[src/hdl/ccdc_pkg.sv]
// Shared widths, operation and status codes, and saturation helper for the divergence core.
package ccdc_pkg;

    localparam int CELLS_DEF = 4096;
    localparam int IDX_W     = 13;
    localparam int AREA_W    = 31;
    localparam int VAL_W     = 32;
    localparam int SUM_W     = 50;
    localparam int ATOT_W    = 34;
    localparam int MUL_A_W   = 31;
    localparam int MUL_B_W   = 33;
    localparam int PROD_W    = MUL_A_W + MUL_B_W;
    localparam int DIV_N_W   = 66;
    localparam int DIV_D_W   = 34;

    localparam logic [1:0] OP_WRITE = 2'd0;
    localparam logic [1:0] OP_READ  = 2'd1;
    localparam logic [1:0] OP_AXIS  = 2'd2;

    localparam logic [1:0] COMP_U = 2'd0;
    localparam logic [1:0] COMP_V = 2'd1;
    localparam logic [1:0] COMP_W = 2'd2;

    localparam logic [1:0] ST_OK   = 2'd0;
    localparam logic [1:0] ST_AREA = 2'd1;
    localparam logic [1:0] ST_DIV  = 2'd2;

    // Signed 32-bit saturation of a value given as sign and magnitude.
    function automatic logic signed [VAL_W-1:0] sat_mag(input logic neg,
                                                        input logic [DIV_N_W-1:0] mag);
        logic signed [VAL_W-1:0] r;
        if (neg) begin
            if (mag >= DIV_N_W'(64'h8000_0000))
                r = 32'sh8000_0000;
            else
                r = $signed(32'd0 - mag[VAL_W-1:0]);
        end
        else begin
            if (mag > DIV_N_W'(64'h7FFF_FFFF))
                r = 32'sh7FFF_FFFF;
            else
                r = $signed(mag[VAL_W-1:0]);
        end
        return r;
    endfunction

endpackage

[src/hdl/ccdc_mul.sv]
// Bit-serial unsigned shift-add multiplier, one multiplier bit per cycle.
module ccdc_mul
    import ccdc_pkg::*;
#(
    parameter int A_W = MUL_A_W,
    parameter int B_W = MUL_B_W
)
(
    input  logic             clk,
    input  logic             rst_n,
    input  logic             start,
    input  logic [A_W-1:0]   a,
    input  logic [B_W-1:0]   b,
    output logic             done,
    output logic [A_W+B_W-1:0] product
);

    localparam int CNT_W = $clog2(B_W + 1);

    logic [A_W+B_W-1:0] acc_reg, acc_next;
    logic [A_W-1:0]     mcand_reg, mcand_next;
    logic [CNT_W-1:0]   cnt_reg, cnt_next;
    logic               run_reg, run_next;
    logic               done_reg, done_next;
    logic [A_W:0]       partial;

    always_comb
    begin
        acc_next   = acc_reg;
        mcand_next = mcand_reg;
        cnt_next   = cnt_reg;
        run_next   = run_reg;
        done_next  = 1'b0;
        partial    = {1'b0, acc_reg[A_W+B_W-1:B_W]} +
                     (acc_reg[0] ? {1'b0, mcand_reg} : '0);
        if (start)
        begin
            acc_next   = {{A_W{1'b0}}, b};
            mcand_next = a;
            cnt_next   = '0;
            run_next   = 1'b1;
        end
        else if (run_reg)
        begin
            // The multiplier sits in the low bits and shifts out as the product shifts in.
            acc_next = {partial, acc_reg[B_W-1:1]};
            cnt_next = cnt_reg + 1'b1;
            if (cnt_reg == CNT_W'(B_W - 1))
            begin
                run_next  = 1'b0;
                done_next = 1'b1;
            end
        end
    end

    always_ff @(posedge clk or negedge rst_n)
    begin
        if (!rst_n)
        begin
            run_reg  <= 1'b0;
            done_reg <= 1'b0;
            cnt_reg  <= '0;
        end
        else
        begin
            run_reg  <= run_next;
            done_reg <= done_next;
            cnt_reg  <= cnt_next;
        end
    end

    always_ff @(posedge clk)
    begin
        acc_reg   <= acc_next;
        mcand_reg <= mcand_next;
    end

    assign done    = done_reg;
    assign product = acc_reg;

endmodule

[config.mk]
export PLATFORM = sky130hd
export DESIGN_NAME = ccdc_mul
export DESIGN_NICKNAME = d
export VERILOG_FILES = /design/src/hdl/ccdc_pkg.sv /design/src/hdl/ccdc_mul.sv
export SDC_FILE = /design/constraint.sdc
export NUM_CORES = 1
export LEC_CHECK = 0
export BUFFER_PORTS_ARGS = -buffer_cell sky130_fd_sc_hd__buf_2
export CORE_UTILIZATION = 45
export DETAILED_ROUTE_END_ITERATION = 6
export HOLD_SLACK_MARGIN = 0.02
export PLACE_DENSITY = 0.73
export SLEW_MARGIN = 10
export SYNTH_ARGS = -nofsm -noshare
export SYNTH_HDL_FRONTEND = slang
export SYNTH_SLANG_ARGS = --single-unit
[constraint.sdc]
create_clock -name clk -period 3.7 [get_ports clk]
set_clock_uncertainty 0.1 [all_clocks]
set_input_delay 0.185 -clock clk [delete_from_list [all_inputs] [get_ports clk]]
set_output_delay 0.185 -clock clk [all_outputs]
set_load 0.05 [all_outputs]
==> summary.txt <==
Worst setup path
  • Startpoint types: flop
  • WP buf/inv: 1
  • Crit path required time: 3.83 ns
  • Slowest cell on the critical path: edfxtp_1
  • Critical-path cell list: buf_4 -> and2_1 -> ha_1 -> nand2_1 -> nor3_1 -> nor2_1 -> o21ai_0 -> and4_1 -> o21a_1 -> o221ai_1
  • Worst Setup SP: product[0]
  • WP data arrival: 3.25 ns
  • CP Max Fanout: 26
  • CP peak stage delay: 0.48 ns
  • Reg2reg start: product[0]
  • Crit path max-delay family: simple AND/OR/NAND/NOR gates
  • Critical path type: reg -> reg
  • CP endpoint kind: flop

CTS
  • Clock sinks: 103
  • Clk_lat worst skew: 0.36 ns
  • Clk pin slew, worst setup/hold paths: 0.08 ns
  • H-tree depth: 3
  • CTS tree: yes
  • CTS Buffer Depth: 2
  • Num CTS Buffers: 9
  • # Post-CTS Setup Buffers: 0
  • Root buffer cell: clkbuf_16

Global routing
  • First-pass GRT wire length: 22300 µm
  • Initial antenna violation count: 0
  • Overflow left after global routing: 0
  • Total Routing Usage GR: 21.8%
  • Largest net degree at the start of global routing: 64
  • Vias in the first global route: 4674

Synthesis
  • Warnings, synthesis: 0
  • Average cell area after synthesis: 10.7 µm²
  • Biggest area consumer among synthesized cells: edfxtp_1
  • Post-synth top area share: 34.0%
  • Most used DFF post-synth: edfxtp_1
  • Top post-synthesis cells by area: edfxtp_1, dfxtp_1, ha_1
  • Sequential-to-total area share from yosys stat: 48.5%
  • Post-synthesis async set-or-reset flop share: 7.77%
  • Synthesized area: 5660 µm²
  • Syn_nets: 629
  • Post-synth EDFFs: 64
  • Syn Inst Count: 528
  • Synthesized flop and latch total: 103
  • Netlist cell types: 59

Timing
  • Worst-Margin Slew: 0.759 ns
  • Final hold violation count: 0
  • Final max-slew violation count: 0
  • Final Worst Setup Slack: 0.580 ns
  • Setup violators final: 0
  • Fmax achieved: 0.321 GHz
  • RSZ-0062 raised after global routing: false
  • TNS Setup: 0 ns
  • Slew margin rel.: 49.4%
  • Tmin final: 3.12 ns
  • Tcrit/Tclk final: 84.3%

Placed design
  • Routability cong.: 0.905
  • Post-detail-place hpwl: 9530 µm
  • DP Worst Slack: 0.628 ns
  • PortBufs: 131

Floorplanning
  • Full die area: 13000 µm²
  • Boundary pin count: 132
  • Standard-cell row count: 40
  • CORE AREA: 12100 µm²
  • Chip width: 114 µm
  • Die Y: 114 µm
  • Starting Density: 46.7%

Worst hold path
  • Hold Crit Start: b[29]
  • Hold crit path type: in -> reg

Layout
  • NumNets Final: 792
  • Reg area: 2740 µm²
  • Area of the multi-input gates: 2770 µm²
  • Antenna Cells: 0
  • Area delta synth->final: 27.0%
  • FILL cells: 1076
  • Share of post-route cells with drive strength above 1: 27.4%
  • Most frequent cells in the layout: buf_2, edfxtp_1, nand2_1
  • Most common cell after layout, fill and taps aside: buf_2
  • Largest register FFs: 64

Drt
  • DR WL/cell: 16.0 µm
  • Drt total wl: 13800 µm
  • Remaining DRCs: 0
  • ANT nets after route: 0
  • Via density: 5.39
  • Vias: 4655
  • First-pass DRT Iterations: 4
  • 1st-iter DRT viols: 213

Flow run
  • MaxCap Viol Count: 0

Pwr
  • Peak VDD IR: 0.000333 V
  • Pwr dens: 602 nW/µm²
  • Leak pwr: 0.00322 µW

Outcome
  • Outcome: finished, final reports clean
[metrics by stage]
stage	utilization (%)	instance area (µm²)	hold WS (ns)	total power (µW)	std cells
3_5_place_dp	53.5	6480	-0.0598	3320	807
5_1_grt	59.3	7190	0.0221	4550	864
6_report	59.3	7190	0.0301	4330	864
4_1_cts	59.3	7190	0.0202	4340	864
3_3_place_gp	53.5	6480	-0.0699	3300	807
2_1_floorplan	-	5660	-0.211	2910	528
[layout make-up]
cell class | instances | share of cell area [%]
Tap cell | 168 | 2.93
Timing Repair Buffer | 179 | 15.6
Inverter | 11 | 0.575
Multi-Input combinational cell | 387 | 38.6
Sequential cell | 103 | 38.2
Clock buffer | 10 | 3.19
Clock inverter | 6 | 0.975
[Yosys cell counts, drive strengths merged (14+ instances only)]
library cell,number
and2,34
mux2,33
clkbuf,23
xnor2,14
dfxtp,31
ha,33
o21ai,25
nor2,27
nand2,43
edfxtp,64
a21o,16
a21oi,36
[what timing repair did]
item | 4_1_cts | 5_1_grt
hold buffers | 41 | 0
endpoints found under the hold margin | 48 | 0
resized for setup | 0 | 0
[layer usage]
layer | vias up | share of wire, % | GRT usage (%)
met5 | - | 0 | 0
met3 | 16 | 6.5 | 5.61
met1 | 2198 | 45 | 28.0
li1 | 2286 | - | -
met4 | 0 | 0.94 | 6.84
met2 | 155 | 48 | 36.0
[path summary, 6_finish.rpt]
check	endpoint	slack, ns	cells after the start
setup / recovery	product[60]	0.58	10
hold / removal	product[29]	0.03	2
setup reg to reg	product[60]	0.58	10
hold reg to reg	product[53]	0.38	2
max in group asynchronous	done	3.21	2
min in group asynchronous	cnt_reg[5]	0.11	2
[power by group]
part	switching [µW]	internal [µW]	total (µW)
Clock	446	531	978
Combinational	1210	591	1800
Sequential	132	1420	1550
Total	1790	2540	4330
[logic make-up after synthesis]
group	after synthesis	synth area share [%]
AO/OA/AOI/OAI	127	15.0
multiplexers	44	8.51
adder cells (fa/ha/maj)	34	7.65
flip-flops	103	48.5
buffers and inverters	38	2.54
XOR/XNOR	21	3.25
AND/OR/NAND/NOR	161	14.6
Note: power is estimated with default switching activity, not from simulation.
