### src/hdl/ccdc_pkg.sv
// Shared widths, operation and status codes, and saturation helper for the divergence core.
package ccdc_pkg;

    localparam int CELLS_DEF = 4096;
    localparam int IDX_W     = 13;
    localparam int AREA_W    = 31;
    localparam int VAL_W     = 32;
    localparam int SUM_W     = 50;
    localparam int ATOT_W    = 34;
    localparam int MUL_A_W   = 31;
    localparam int MUL_B_W   = 33;
    localparam int PROD_W    = MUL_A_W + MUL_B_W;
    localparam int DIV_N_W   = 66;
    localparam int DIV_D_W   = 34;

    localparam logic [1:0] OP_WRITE = 2'd0;
    localparam logic [1:0] OP_READ  = 2'd1;
    localparam logic [1:0] OP_AXIS  = 2'd2;

    localparam logic [1:0] COMP_U = 2'd0;
    localparam logic [1:0] COMP_V = 2'd1;
    localparam logic [1:0] COMP_W = 2'd2;

    localparam logic [1:0] ST_OK   = 2'd0;
    localparam logic [1:0] ST_AREA = 2'd1;
    localparam logic [1:0] ST_DIV  = 2'd2;

    // Signed 32-bit saturation of a value given as sign and magnitude.
    function automatic logic signed [VAL_W-1:0] sat_mag(input logic neg,
                                                        input logic [DIV_N_W-1:0] mag);
        logic signed [VAL_W-1:0] r;
        if (neg) begin
            if (mag >= DIV_N_W'(64'h8000_0000))
                r = 32'sh8000_0000;
            else
                r = $signed(32'd0 - mag[VAL_W-1:0]);
        end
        else begin
            if (mag > DIV_N_W'(64'h7FFF_FFFF))
                r = 32'sh7FFF_FFFF;
            else
                r = $signed(mag[VAL_W-1:0]);
        end
        return r;
    endfunction

endpackage

### src/hdl/ccdc_div.sv
// Restoring unsigned divider that produces one quotient bit per cycle.
module ccdc_div
    import ccdc_pkg::*;
#(
    parameter int N_W = DIV_N_W,
    parameter int D_W = DIV_D_W
)
(
    input  logic           clk,
    input  logic           rst_n,
    input  logic           start,
    input  logic [N_W-1:0] num,
    input  logic [D_W-1:0] den,
    output logic           done,
    output logic [N_W-1:0] quot
);

    localparam int CNT_W = $clog2(N_W + 1);

    logic [N_W-1:0]   quo_reg, quo_next;
    logic [D_W-1:0]   rem_reg, rem_next;
    logic [D_W-1:0]   den_reg, den_next;
    logic [CNT_W-1:0] cnt_reg, cnt_next;
    logic             run_reg, run_next;
    logic             done_reg, done_next;
    logic [D_W:0]     trial;
    logic [D_W:0]     diff;

    always_comb
    begin
        quo_next  = quo_reg;
        rem_next  = rem_reg;
        den_next  = den_reg;
        cnt_next  = cnt_reg;
        run_next  = run_reg;
        done_next = 1'b0;
        trial     = {rem_reg, quo_reg[N_W-1]};
        diff      = trial - {1'b0, den_reg};
        if (start)
        begin
            quo_next = num;
            rem_next = '0;
            den_next = den;
            cnt_next = '0;
            run_next = 1'b1;
        end
        else if (run_reg)
        begin
            if (trial >= {1'b0, den_reg})
            begin
                rem_next = diff[D_W-1:0];
                quo_next = {quo_reg[N_W-2:0], 1'b1};
            end
            else
            begin
                rem_next = trial[D_W-1:0];
                quo_next = {quo_reg[N_W-2:0], 1'b0};
            end
            cnt_next = cnt_reg + 1'b1;
            if (cnt_reg == CNT_W'(N_W - 1))
            begin
                run_next  = 1'b0;
                done_next = 1'b1;
            end
        end
    end

    always_ff @(posedge clk or negedge rst_n)
    begin
        if (!rst_n)
        begin
            run_reg  <= 1'b0;
            done_reg <= 1'b0;
            cnt_reg  <= '0;
        end
        else
        begin
            run_reg  <= run_next;
            done_reg <= done_next;
            cnt_reg  <= cnt_next;
        end
    end

    always_ff @(posedge clk)
    begin
        quo_reg <= quo_next;
        rem_reg <= rem_next;
        den_reg <= den_next;
    end

    assign done = done_reg;
    assign quot = quo_reg;

endmodule

### config.mk
export PLATFORM = sky130hd
export DESIGN_NAME = ccdc_div
export DESIGN_NICKNAME = d
export VERILOG_FILES = /design/src/hdl/ccdc_pkg.sv /design/src/hdl/ccdc_div.sv
export SDC_FILE = /design/constraint.sdc
export NUM_CORES = 1
export LEC_CHECK = 0
export BUFFER_PORTS_ARGS = -buffer_cell sky130_fd_sc_hd__buf_2
export CAP_MARGIN = 20
export CELL_PAD_IN_SITES_DETAIL_PLACEMENT = 0
export CELL_PAD_IN_SITES_GLOBAL_PLACEMENT = 2
export CORE_MARGIN = 3
export CORE_UTILIZATION = 32
export DETAILED_ROUTE_END_ITERATION = 12
export PLACE_DENSITY_LB_ADDON = 0.25
export RECOVER_POWER = 100
export SLEW_MARGIN = 20
export SYNTH_ARGS = -nofsm -noshare
export SYNTH_HDL_FRONTEND = slang
export SYNTH_SLANG_ARGS = --single-unit
### constraint.sdc
create_clock -name clk -period 2.81 [get_ports clk]
set_clock_uncertainty 0.15 [all_clocks]
set_input_delay 0.1405 -clock clk [delete_from_list [all_inputs] [get_ports clk]]
set_output_delay 0.1405 -clock clk [all_outputs]
set_load 0.02 [all_outputs]
==> impl_metrics.tcl, run 1 <==
set metrics [dict create \
    status "finished, violations left" \
    violations "max-capacitance violations, max-slew violations, negative setup slack" \
    synthMuxAreaShare 0.121 \
    die_y_um 162 \
    areaGrowthSynthToFinish_pct 52.6 \
    reg2reg_from "quot[65]" \
    grt_start_max_net_pins 50 \
    setup_viol 1 \
    drive_above_1_share 0.359 \
    synth_ff_type "edfxtp_1" \
    slew_viol_final 30 \
    synth_cell_types 64 \
    pin_count 170 \
    h-tree-depth 4 \
    p_switching_mw 3.85 \
    critPathMaxStageDelay_ns 0.53 \
    fmax_mhz 354 \
    required_ns 3.00 \
    async_flop_share 0.0629 \
    grt.total_usage 0.176 \
    min_path_cells 1 \
    ys_ff_latch 143 \
    synth-simple-area-share 0.0988 \
    cts_root_buf "clkbuf_16" \
    min_period_over_period 1.00 \
    crit_path_start "quot[65]" \
    drt-total-wl_um 23300 \
    p_int_mw 6.50 \
    critPathMaxFanout 3 \
    fin_nets 1206 \
    critPathCaptureType "register" \
    grt_first_pass_wirelength_um 36800 \
    clk_pin_slew_ns 0.07 \
    path_cells "inv_1, ha_2, inv_2, fa_2, a21o_1, a31o_2, nand3_2, a21o_1, nand2_2, a2111oi_4, buf_4, or4_4, a311oi_2" \
    cts_tree "yes" \
    slew_headroom -0.0533 \
    wl_per_cell_um 16.6 \
    antenna_found_initial 0 \
    grt_setup_unrepaired "yes" \
    synth_warnings 0 \
    leakagePower_nw 4.88 \
    gp_congestion 0.861 \
    timing_worst_setup_path_type "reg -> reg" \
    grt-ovfl-total 0 \
    die_area_um2 26200 \
    layout.area.seq_um2 3910 \
    crit_path_end "rem_reg[18]" \
    dp_hpwl_um 16400 \
    power_frac_comb 0.487 \
    drt-initial-drc-count 363 \
    clockBufferDepth 2 \
    avgSynthCellArea_um2 11.1 \
    num_vias 6856 \
    power_density_nw_per_um2 873 \
    drtPass1Iterations 6 \
    tightest_slew_ns 1.58 \
    pre_cts_ws_ns -0.147 \
    num_antenna_cells 0 \
    cts_made_buffers 17 \
    syn-cell-area_um2 7760 \
    fill_cells 2243 \
    yosys.area.top_type "edfxtp_1" \
    hold_viol 0 \
    layout_commonest_cell "dlygate4sd3_1" \
    io_buffers 169 \
    synthCells 702 \
    routed_via_density 4.90 \
    maxCapViolCount 1 \
    ir_drop_mv 0.377 \
    holdWs_ns 0.0778 \
    synth_top_family_by_area "compound AO/OA/AOI/OAI gates" \
    setup_ws_ns -0.0119 \
    crit_path_top_delay_cell "or4_4" \
    synth_area_leaders "edfxtp_1 39%, mux2_2 9.6%, dfxtp_1 8.8%" \
    arrival_ns 3.01 \
    seqPwrFrac 0.281 \
    final_antenna_net_count 0 \
    netSwitchingFraction 0.372 \
    cts_sinks 143 \
    reg2reg_slack_ns -0.01 \
    start_util 0.328 \
    start_kind "register" \
    hp-class "in -> reg" \
    multi_input_area_um2 4070 \
    synth_xor_xnor_area_share 0.0316 \
    ys_seq_area_frac 0.503 \
    final_cell_mix "102 x dlygate4sd3_1, 100 x edfxtp_1, 99 x buf_2" \
    core_area_um2 23700 \
    grt_pass1_vias 7117 \
    syn_nets 842 \
    largest_register_ffs 66 \
    synthAdderAreaFrac 0.0606 \
    synth_top_area_frac 0.387 \
    synth_compound_area_frac 0.142 \
    drc_errors 0 \
    rr_worst_depth 13 \
    setup_tns_ns -0.0119 \
    insertion_delay_ns 0.43 \
    dieWidth_um 162 \
    period_needed_ns 2.82 \
    crit_top_cell "a21o_1" \
    worstReg2RegEnd "rem_reg[18]" \
    rows 56 \
    p_clk_frac 0.232 \
    synth_edf_count 100 \
]
## per-layer routing
metal  track usage  share of wire  vias up
li1              -              -     3334
met1         0.219           0.43     3325
met2         0.306           0.51      164
met3        0.0372          0.039       33
met4        0.0551          0.020        0
met5             0              0        -
## cell families after synthesis
kind of cell / Yosys count
buffers and inverters: 81
adders and majority gates: 37
and+or+nand+nor: 166
AOI/OAI and AO/OA: 161
xor gates and xnor gates: 28
muxes: 86
DFF: 143
## final cells by class
class | instances | area share
Inverter | 46 | 0.0146
Tap cell | 319 | 0.0337
Clock buffer | 17 | 0.0359
Sequential cell | 143 | 0.330
Multi-Input combinational cell | 478 | 0.343
Clock inverter | 15 | 0.0164
Timing Repair Buffer | 380 | 0.226
## worst min path at each step
stage                from     endpoint
global placement    rst_n         done
finish              start  den_reg[33]
detailed placement  rst_n         done
floorplan           rst_n   cnt_reg[0]
global route        start  den_reg[32]
CTS                 start  den_reg[32]
## cells in the mapped netlist, types with 19 or more instances
cell / count
mux2_2: 66
nor2_1: 54
edfxtp_1: 100
inv_1: 46
mux2i_1: 20
ha_1: 36
clkbuf_1: 22
dfxtp_1: 34
a21oi_1: 46
nand3_1: 22
nand2_1: 46
o21ai_0: 24
a211oi_1: 19
## power groups by stage
stage	Sequential (mW)	Combinational [mW]	Clock [mW]
2_1_floorplan	3.02	2.40	0
3_3_place_gp	2.90	4.00	0
3_5_place_dp	2.90	4.03	0
4_1_cts	2.87	4.29	2.46
5_1_grt	2.95	5.49	2.56
6_report	2.90	5.04	2.41
## critical path: cells and delay by family (launching register included)
kind / cells / cell delay (ns)
AOI/OAI and AO/OA: 5 / 0.88
and+or+nand+nor: 3 / 0.73
adders and majority gates: 2 / 0.38
DFF: 1 / 0.35
buffers and inverters: 3 / 0.24
## stage by stage
stage | cells | total power [mW] | area (um2) | utilization
4_1_cts | 1394 | 9.62 | 11400 | 0.483
5_1_grt | 1398 | 11.0 | 11900 | 0.500
6_report | 1398 | 10.3 | 11900 | 0.500
3_5_place_dp | 1253 | 6.93 | 9670 | 0.408
2_1_floorplan | 702 | 5.41 | 7790 | -
3_3_place_gp | 1253 | 6.90 | 9670 | 0.408
## repair_timing
action | in CTS | in global routing
hold buffers | 102 | 0
setup endpoints to repair | 27 | 34
hold endpoints to repair | 109 | 0
gates resized for setup | 17 | 99
cloned | 0 | 1
pin swaps | 16 | 32
buffers inserted | 7 | 6
(Power assumes the default switching activity.)
==> run 2, diff against run 1 <==
- ABC_AREA: unset -> 1
- CORE_UTILIZATION: 32 -> 29
==> run 2 against run 1 <==
  * The flow finishes with violations (max-capacitance violations, max-slew violations)
  * Die area increased by 21%
  * Fmax increased by 6.3%
  * Flip-flop and latch count unchanged
  * Cell area decreased by 4.2%
  * Non-clock buffer count decreased by 94
  * Register-to-register slack improved by 0.17 ns
  * Largest cell class is now sequential cells
==> impl_metrics.tcl, run 2 <==
set metrics [dict create \
    drt-total-wl_um 28200 \
    synth_warnings 0 \
    yosysMostFrequentCell "nand2_1" \
    leakagePower_nw 5.51 \
    final_area_um2 11300 \
    placed_area_um2 9870 \
    arrival_ns 2.82 \
    wl_per_cell_um 15.8 \
    slew_viol_final 21 \
    maxCapViolCount 1 \
    ys_ff_latch 143 \
    h-tree-depth 4 \
    timing_worst_setup_path_type "reg -> reg" \
    reg2reg_from "den_reg[28]" \
    synth_cell_types 38 \
    drtPass1Iterations 5 \
    ys_top_cells_by_count "439 x nand2_1, 153 x inv_1, 100 x edfxtp_1, 74 x nand3_1, 63 x nor2_1" \
    synth-simple-area-share 0.328 \
    syn_nets 1252 \
    setup_tns_ns 0 \
    drive_above_1_share 0.137 \
    power_density_nw_per_um2 772 \
    required_ns 2.97 \
    rr_worst_depth 11 \
    start_kind "register" \
    routed_via_density 4.46 \
    path_cells "inv_1, ha_1, inv_1, o21ai_0, a21oi_1, nor2_1, nor2_4, clkbuf_2, nand3_1, nand3_1, o21ai_0" \
    cts_made_buffers 17 \
    drc_errors 0 \
    drt-initial-drc-count 433 \
    slew_headroom -0.0779 \
    crit_path_top_delay_cell "clkbuf_2" \
    largest_register_ffs 66 \
    violations "max-capacitance violations, max-slew violations" \
    syn-cell-area_um2 8540 \
    dieWidth_um 178 \
    min_path_cells 2 \
    grt_pass1_vias 8130 \
    num_antenna_cells 0 \
    grt_start_max_net_pins 83 \
    synth_top_family_by_area "simple AND/OR/NAND/NOR gates" \
    synth_edf_count 100 \
    setup_viol 0 \
    async_flop_share 0.0629 \
    critPathMaxStageDelay_ns 0.34 \
    core_area_um2 28900 \
    reg2reg_slack_ns 0.16 \
    rows 62 \
    status "finished, violations left" \
    io_buffers 169 \
    insertion_delay_ns 0.43 \
    synth_area_leaders "edfxtp_1 35%, nand2_1 19%, dfxtp_1 8.0%" \
    grt.total_usage 0.182 \
    die_y_um 178 \
    grt_setup_unrepaired "no" \
    synthCells 1112 \
    cts_tree "yes" \
    die_area_um2 31600 \
    final_antenna_net_count 0 \
    num_vias 7962 \
    synthAdderAreaFrac 0.0551 \
    grt_first_pass_wirelength_um 44400 \
    synth_top_area_frac 0.351 \
    cts_sinks 143 \
    clk_pin_slew_ns 0.07 \
    yosys.area.top_type "edfxtp_1" \
    ys_seq_area_frac 0.457 \
    min_period_over_period 0.945 \
    dp_hpwl_um 20500 \
    fmax_mhz 377 \
    antenna_found_initial 0 \
    fin_nets 1528 \
    worstReg2RegEnd "rem_reg[12]" \
    cts_root_buf "clkbuf_16" \
    avgSynthCellArea_um2 7.68 \
    hold_viol 0 \
    clockBufferDepth 2 \
    final_cell_mix "436 x nand2_1, 151 x inv_1, 102 x dlygate4sd3_1" \
    layout_commonest_cell "nand2_1" \
    synth_compound_area_frac 0.0540 \
    ir_drop_mv 0.449 \
    whs_endpoint "den_reg[5]" \
    worstHoldStart "den[5]" \
    synth_ff_type "edfxtp_1" \
    synthMuxAreaShare 0 \
    start_util 0.296 \
    synth_xor_xnor_area_share 0.0174 \
    gp_congestion 0.888 \
    pin_count 170 \
    critPathMaxFanout 9 \
    areaGrowthSynthToFinish_pct 32.8 \
    period_needed_ns 2.65 \
    grt-ovfl-total 0 \
    tightest_slew_ns 1.62 \
    critPathCaptureType "register" \
    hp-class "in -> reg" \
]
==> run 2: cell types whose count changed in the layout (fill, tap and decap cells not counted), sizes merged, moves of 7 or more <==
cell    delta
buf       -98
xor2       -7
nor2      +20
inv      +109
nand3b    +17
a211oi    -19
nand2    +406
a21oi     -12
mux2      -66
o21ai     +16
nand3     +64
a32oi      -7
a21o      -14
mux2i     -20
==> run 2: timing repair <==
item,in CTS,in global routing
endpoints found under the hold margin,109,0
pin swaps,1,1
buffers inserted,1,0
gates resized for setup,0,5
cloned,0,1
hold buffers,102,0
endpoints found under the setup margin,2,11
==> run 2: critical path, delay by kind of cell, from the launching register on <==
family | cells | cell delay [ns]
simple gates | 4 | 0.69
compound gates | 3 | 0.57
buf+inv | 3 | 0.47
flops | 1 | 0.32
fa+ha+maj | 1 | 0.32
==> run 2: cell families (layout without fill, tap and decap cells) <==
kind of cell | Yosys count | after routing
AND/OR/NAND/NOR | 643 | 644
buffers and inverters | 187 | 475
flip-flops | 143 | 143
AO/OA/AOI/OAI | 85 | 85
adder cells (fa/ha/maj) | 37 | 37
XOR/XNOR | 17 | 17
==> run 2: worst max path at each step <==
stage	from	end	slack, ns	cells past startpoint
final	den_reg[28]	rem_reg[12]	0.16	11
after global routing	start	quot[38]	0.008	5
after CTS	quot[65]	rem_reg[24]	0.03	16
after detailed placement	quot[65]	rem_reg[28]	0.007	16
after global placement	quot[65]	rem_reg[24]	0.006	16
after floorplan	quot[65]	rem_reg[16]	0.43	14
==> run 2: area by class of cell <==
cell class                      instances  area [um2]
Fill cell                            3109       17500
Multi-Input combinational cell        783        3890
Timing Repair Buffer                  286        1890
Tap cell                              384         480
Inverter                              157         591
Sequential cell                       143        3910
Clock buffer                           17         425
Clock inverter                         15         155
==> run 2: routing by layer <==
metal	global-route usage	vias up	wire length, um
met1	0.244	3649	13500
met3	0.0520	23	1750
li1	-	4089	-
met2	0.290	201	12600
met5	0	-	0
met4	0.0416	0	357
==> run 2: power by group <==
part	switching [mW]	total [mW]	internal [mW]	leakage, nW
combinational	2.33	3.65	1.32	3.77
clock	1.06	2.31	1.25	0.284
sequential	0.202	2.80	2.60	1.46
==> run 2: stage by stage <==
stage / hold slack, ns / cells / utilization / power [mW] / worst slack, ns
2_1_floorplan: -0.305 / 1112 / - / 5.40 / 0.427
3_3_place_gp: -0.128 / 1649 / 0.342 / 6.43 / 0.00595
3_5_place_dp: -0.134 / 1649 / 0.342 / 6.41 / 0.00739
4_1_cts: 0.000987 / 1784 / 0.398 / 8.89 / 0.0310
5_1_grt: 0.249 / 1785 / 0.393 / 9.44 / 0.00804
6_report: 0.266 / 1785 / 0.393 / 8.76 / 0.156
==> run 3, diff against run 2 <==
- CORE_UTILIZATION: 29 -> 30
- CTS_BUF_LIST: unset -> sky130_fd_sc_hd__clkbuf_4
==> run 3 against run 2 <==
  * The run now ends clean
  * Power decreased by 11%
  * Worst hold slack got worse by 0.14 ns
  * Non-clock buffer count decreased by 1
  * Core utilization increased by 0.095 points
  * Critical path depth increased by 3
  * Register-to-register slack improved by 0.10 ns
  * Routed wire length decreased by 2.9%
  * Sequential share of layout area increased by 1.1 points
==> impl_metrics.tcl, run 3 (synthesis results as in run 2) <==
set metrics [dict create \
    reg2reg_from "quot[65]" \
    cts_root_buf "clkbuf_4" \
    worstHoldStart "den[28]" \
    slew_viol_final 0 \
    setup_viol 0 \
    largest_register_ffs 66 \
    final_area_um2 11000 \
    crit_family "simple AND/OR/NAND/NOR gates" \
    hp-class "in -> reg" \
    whs_endpoint "den_reg[28]" \
    slew_headroom 0.137 \
    hold_viol 0 \
    power_frac_comb 0.456 \
    h-tree-depth 4 \
    start_util 0.306 \
    clk_pin_slew_ns 0.15 \
    holdWs_ns 0.128 \
    cts_made_buffers 17 \
    p_clk_frac 0.184 \
    wl_per_cell_um 15.4 \
    final_cell_mix "440 x nand2_1, 153 x inv_1, 103 x dlygate4sd3_1" \
    pin_count 170 \
    drc_errors 0 \
    fmax_mhz 391 \
    die_area_um2 30500 \
    clockBufferDepth 2 \
    p_int_mw 4.38 \
    leakagePower_nw 5.37 \
    period_needed_ns 2.55 \
    gp_congestion 0.832 \
    num_vias 7912 \
    min_period_over_period 0.909 \
    antenna_found_initial 2 \
    cts_sinks 143 \
    grt_pass1_vias 8129 \
    grt_first_pass_wirelength_um 43900 \
    worstReg2RegEnd "rem_reg[16]" \
    netSwitchingFraction 0.436 \
    drt-total-wl_um 27400 \
    grt-ovfl-total 0 \
    tightest_slew_ns 1.30 \
    timing_worst_setup_path_type "reg -> reg" \
    setup_tns_ns 0 \
    placed_area_um2 9860 \
    status "completed" \
    layout_commonest_cell "nand2_1" \
    maxCapViolCount 0 \
    grt.total_usage 0.183 \
    grt_start_max_net_pins 99 \
    min_path_cells 2 \
    rows 61 \
    critPathMaxStageDelay_ns 0.41 \
    areaGrowthSynthToFinish_pct 28.9 \
    core_area_um2 27900 \
    power_density_nw_per_um2 705 \
    critPathCaptureType "register" \
    seqPwrFrac 0.360 \
    fill_cells 3039 \
    p_switching_mw 3.38 \
    power.total_mw 7.77 \
    start_kind "register" \
    postCtsSetupRepairBufs 0 \
    cts_tree "yes" \
    die_y_um 175 \
    rr_worst_depth 14 \
    path_buf_inv 2 \
    drive_above_1_share 0.130 \
    ir_drop_mv 0.358 \
    critPathMaxFanout 5 \
    path_cells "inv_1, ha_1, inv_1, fa_2, nand2_1, nand3_1, nand3_1, nand3b_1, nand2_1, nand2_1, xnor2_1, nand2_1, nand3_1, o21ai_0" \
    insertion_delay_ns 0.59 \
    routed_via_density 4.45 \
    drtPass1Iterations 9 \
    io_buffers 169 \
    fin_nets 1526 \
    reg2reg_slack_ns 0.26 \
    crit_top_cell "nand2_1" \
    dp_hpwl_um 20200 \
    drt-initial-drc-count 342 \
    crit_path_top_delay_cell "edfxtp_1" \
    required_ns 3.11 \
    arrival_ns 2.86 \
    final_antenna_net_count 0 \
    grt_setup_unrepaired "no" \
    dieWidth_um 175 \
]
[run 3: final cells by class]
| type | count | area [um2] | area share |
|---|---|---|---|
| sequential | 143 | 3910 | 0.355 |
| multi-input combinational | 782 | 3850 | 0.350 |
| timing repair buffer | 285 | 1910 | 0.173 |
| inverter | 157 | 589 | 0.0535 |
| tap | 378 | 473 | 0.0429 |
| clock inverter | 14 | 145 | 0.0132 |
| clock buffer | 18 | 135 | 0.0123 |
| antenna | 2 | 5.00 | 0.000454 |
[run 3: power groups by stage]
| stage | Sequential, mW | Combinational [mW] | Clock (mW) |
|---|---|---|---|
| floorplan | 2.91 | 2.49 | 0 |
| global placement | 2.84 | 3.58 | 0 |
| detailed placement | 2.83 | 3.55 | 0 |
| CTS | 2.79 | 3.67 | 1.49 |
| global route | 2.84 | 4.04 | 1.58 |
| finish | 2.80 | 3.54 | 1.43 |
[run 3: worst register-to-register path, cell delays in order, from the launching register on]
cell	delay [ns]
edfxtp_1	0.41
inv_1	0.09
ha_1	0.22
inv_1	0.07
fa_2	0.39
nand2_1	0.09
nand3_1	0.08
nand3_1	0.08
nand3b_1	0.19
nand2_1	0.11
nand2_1	0.14
xnor2_1	0.20
nand2_1	0.08
nand3_1	0.07
o21ai_0	0.07
[run 3: routing by layer]
metal  track usage  routed length, um  part of all wire
met5             0                  0                 0
met4        0.0296                236            0.0086
met3        0.0513               1730             0.063
met2         0.302              12700              0.46
met1         0.243              12700              0.46
[run 3: worst max-delay path by stage]
stage | from | end | cells past startpoint
2_1_floorplan | quot[65] | rem_reg[16] | 14
3_3_place_gp | quot[65] | rem_reg[26] | 12
3_5_place_dp | quot[65] | rem_reg[20] | 16
4_1_cts | quot[65] | rem_reg[20] | 16
5_1_grt | quot[65] | rem_reg[24] | 16
6_report | quot[65] | rem_reg[16] | 14
[run 3: timing repair]
item	in CTS	in global routing
hold endpoints to repair	110	0
gates resized for setup	0	1
endpoints found under the setup margin	0	5
hold buffers	103	0
[run 3: through the flow]
stage | utilization | instances | setup slack, ns
after floorplan | - | 1112 | 0.427
after global placement | 0.353 | 1642 | 0.200
after detailed placement | 0.353 | 1642 | 0.157
after CTS | 0.400 | 1777 | 0.131
after global routing | 0.394 | 1779 | 0.0123
final | 0.394 | 1779 | 0.256
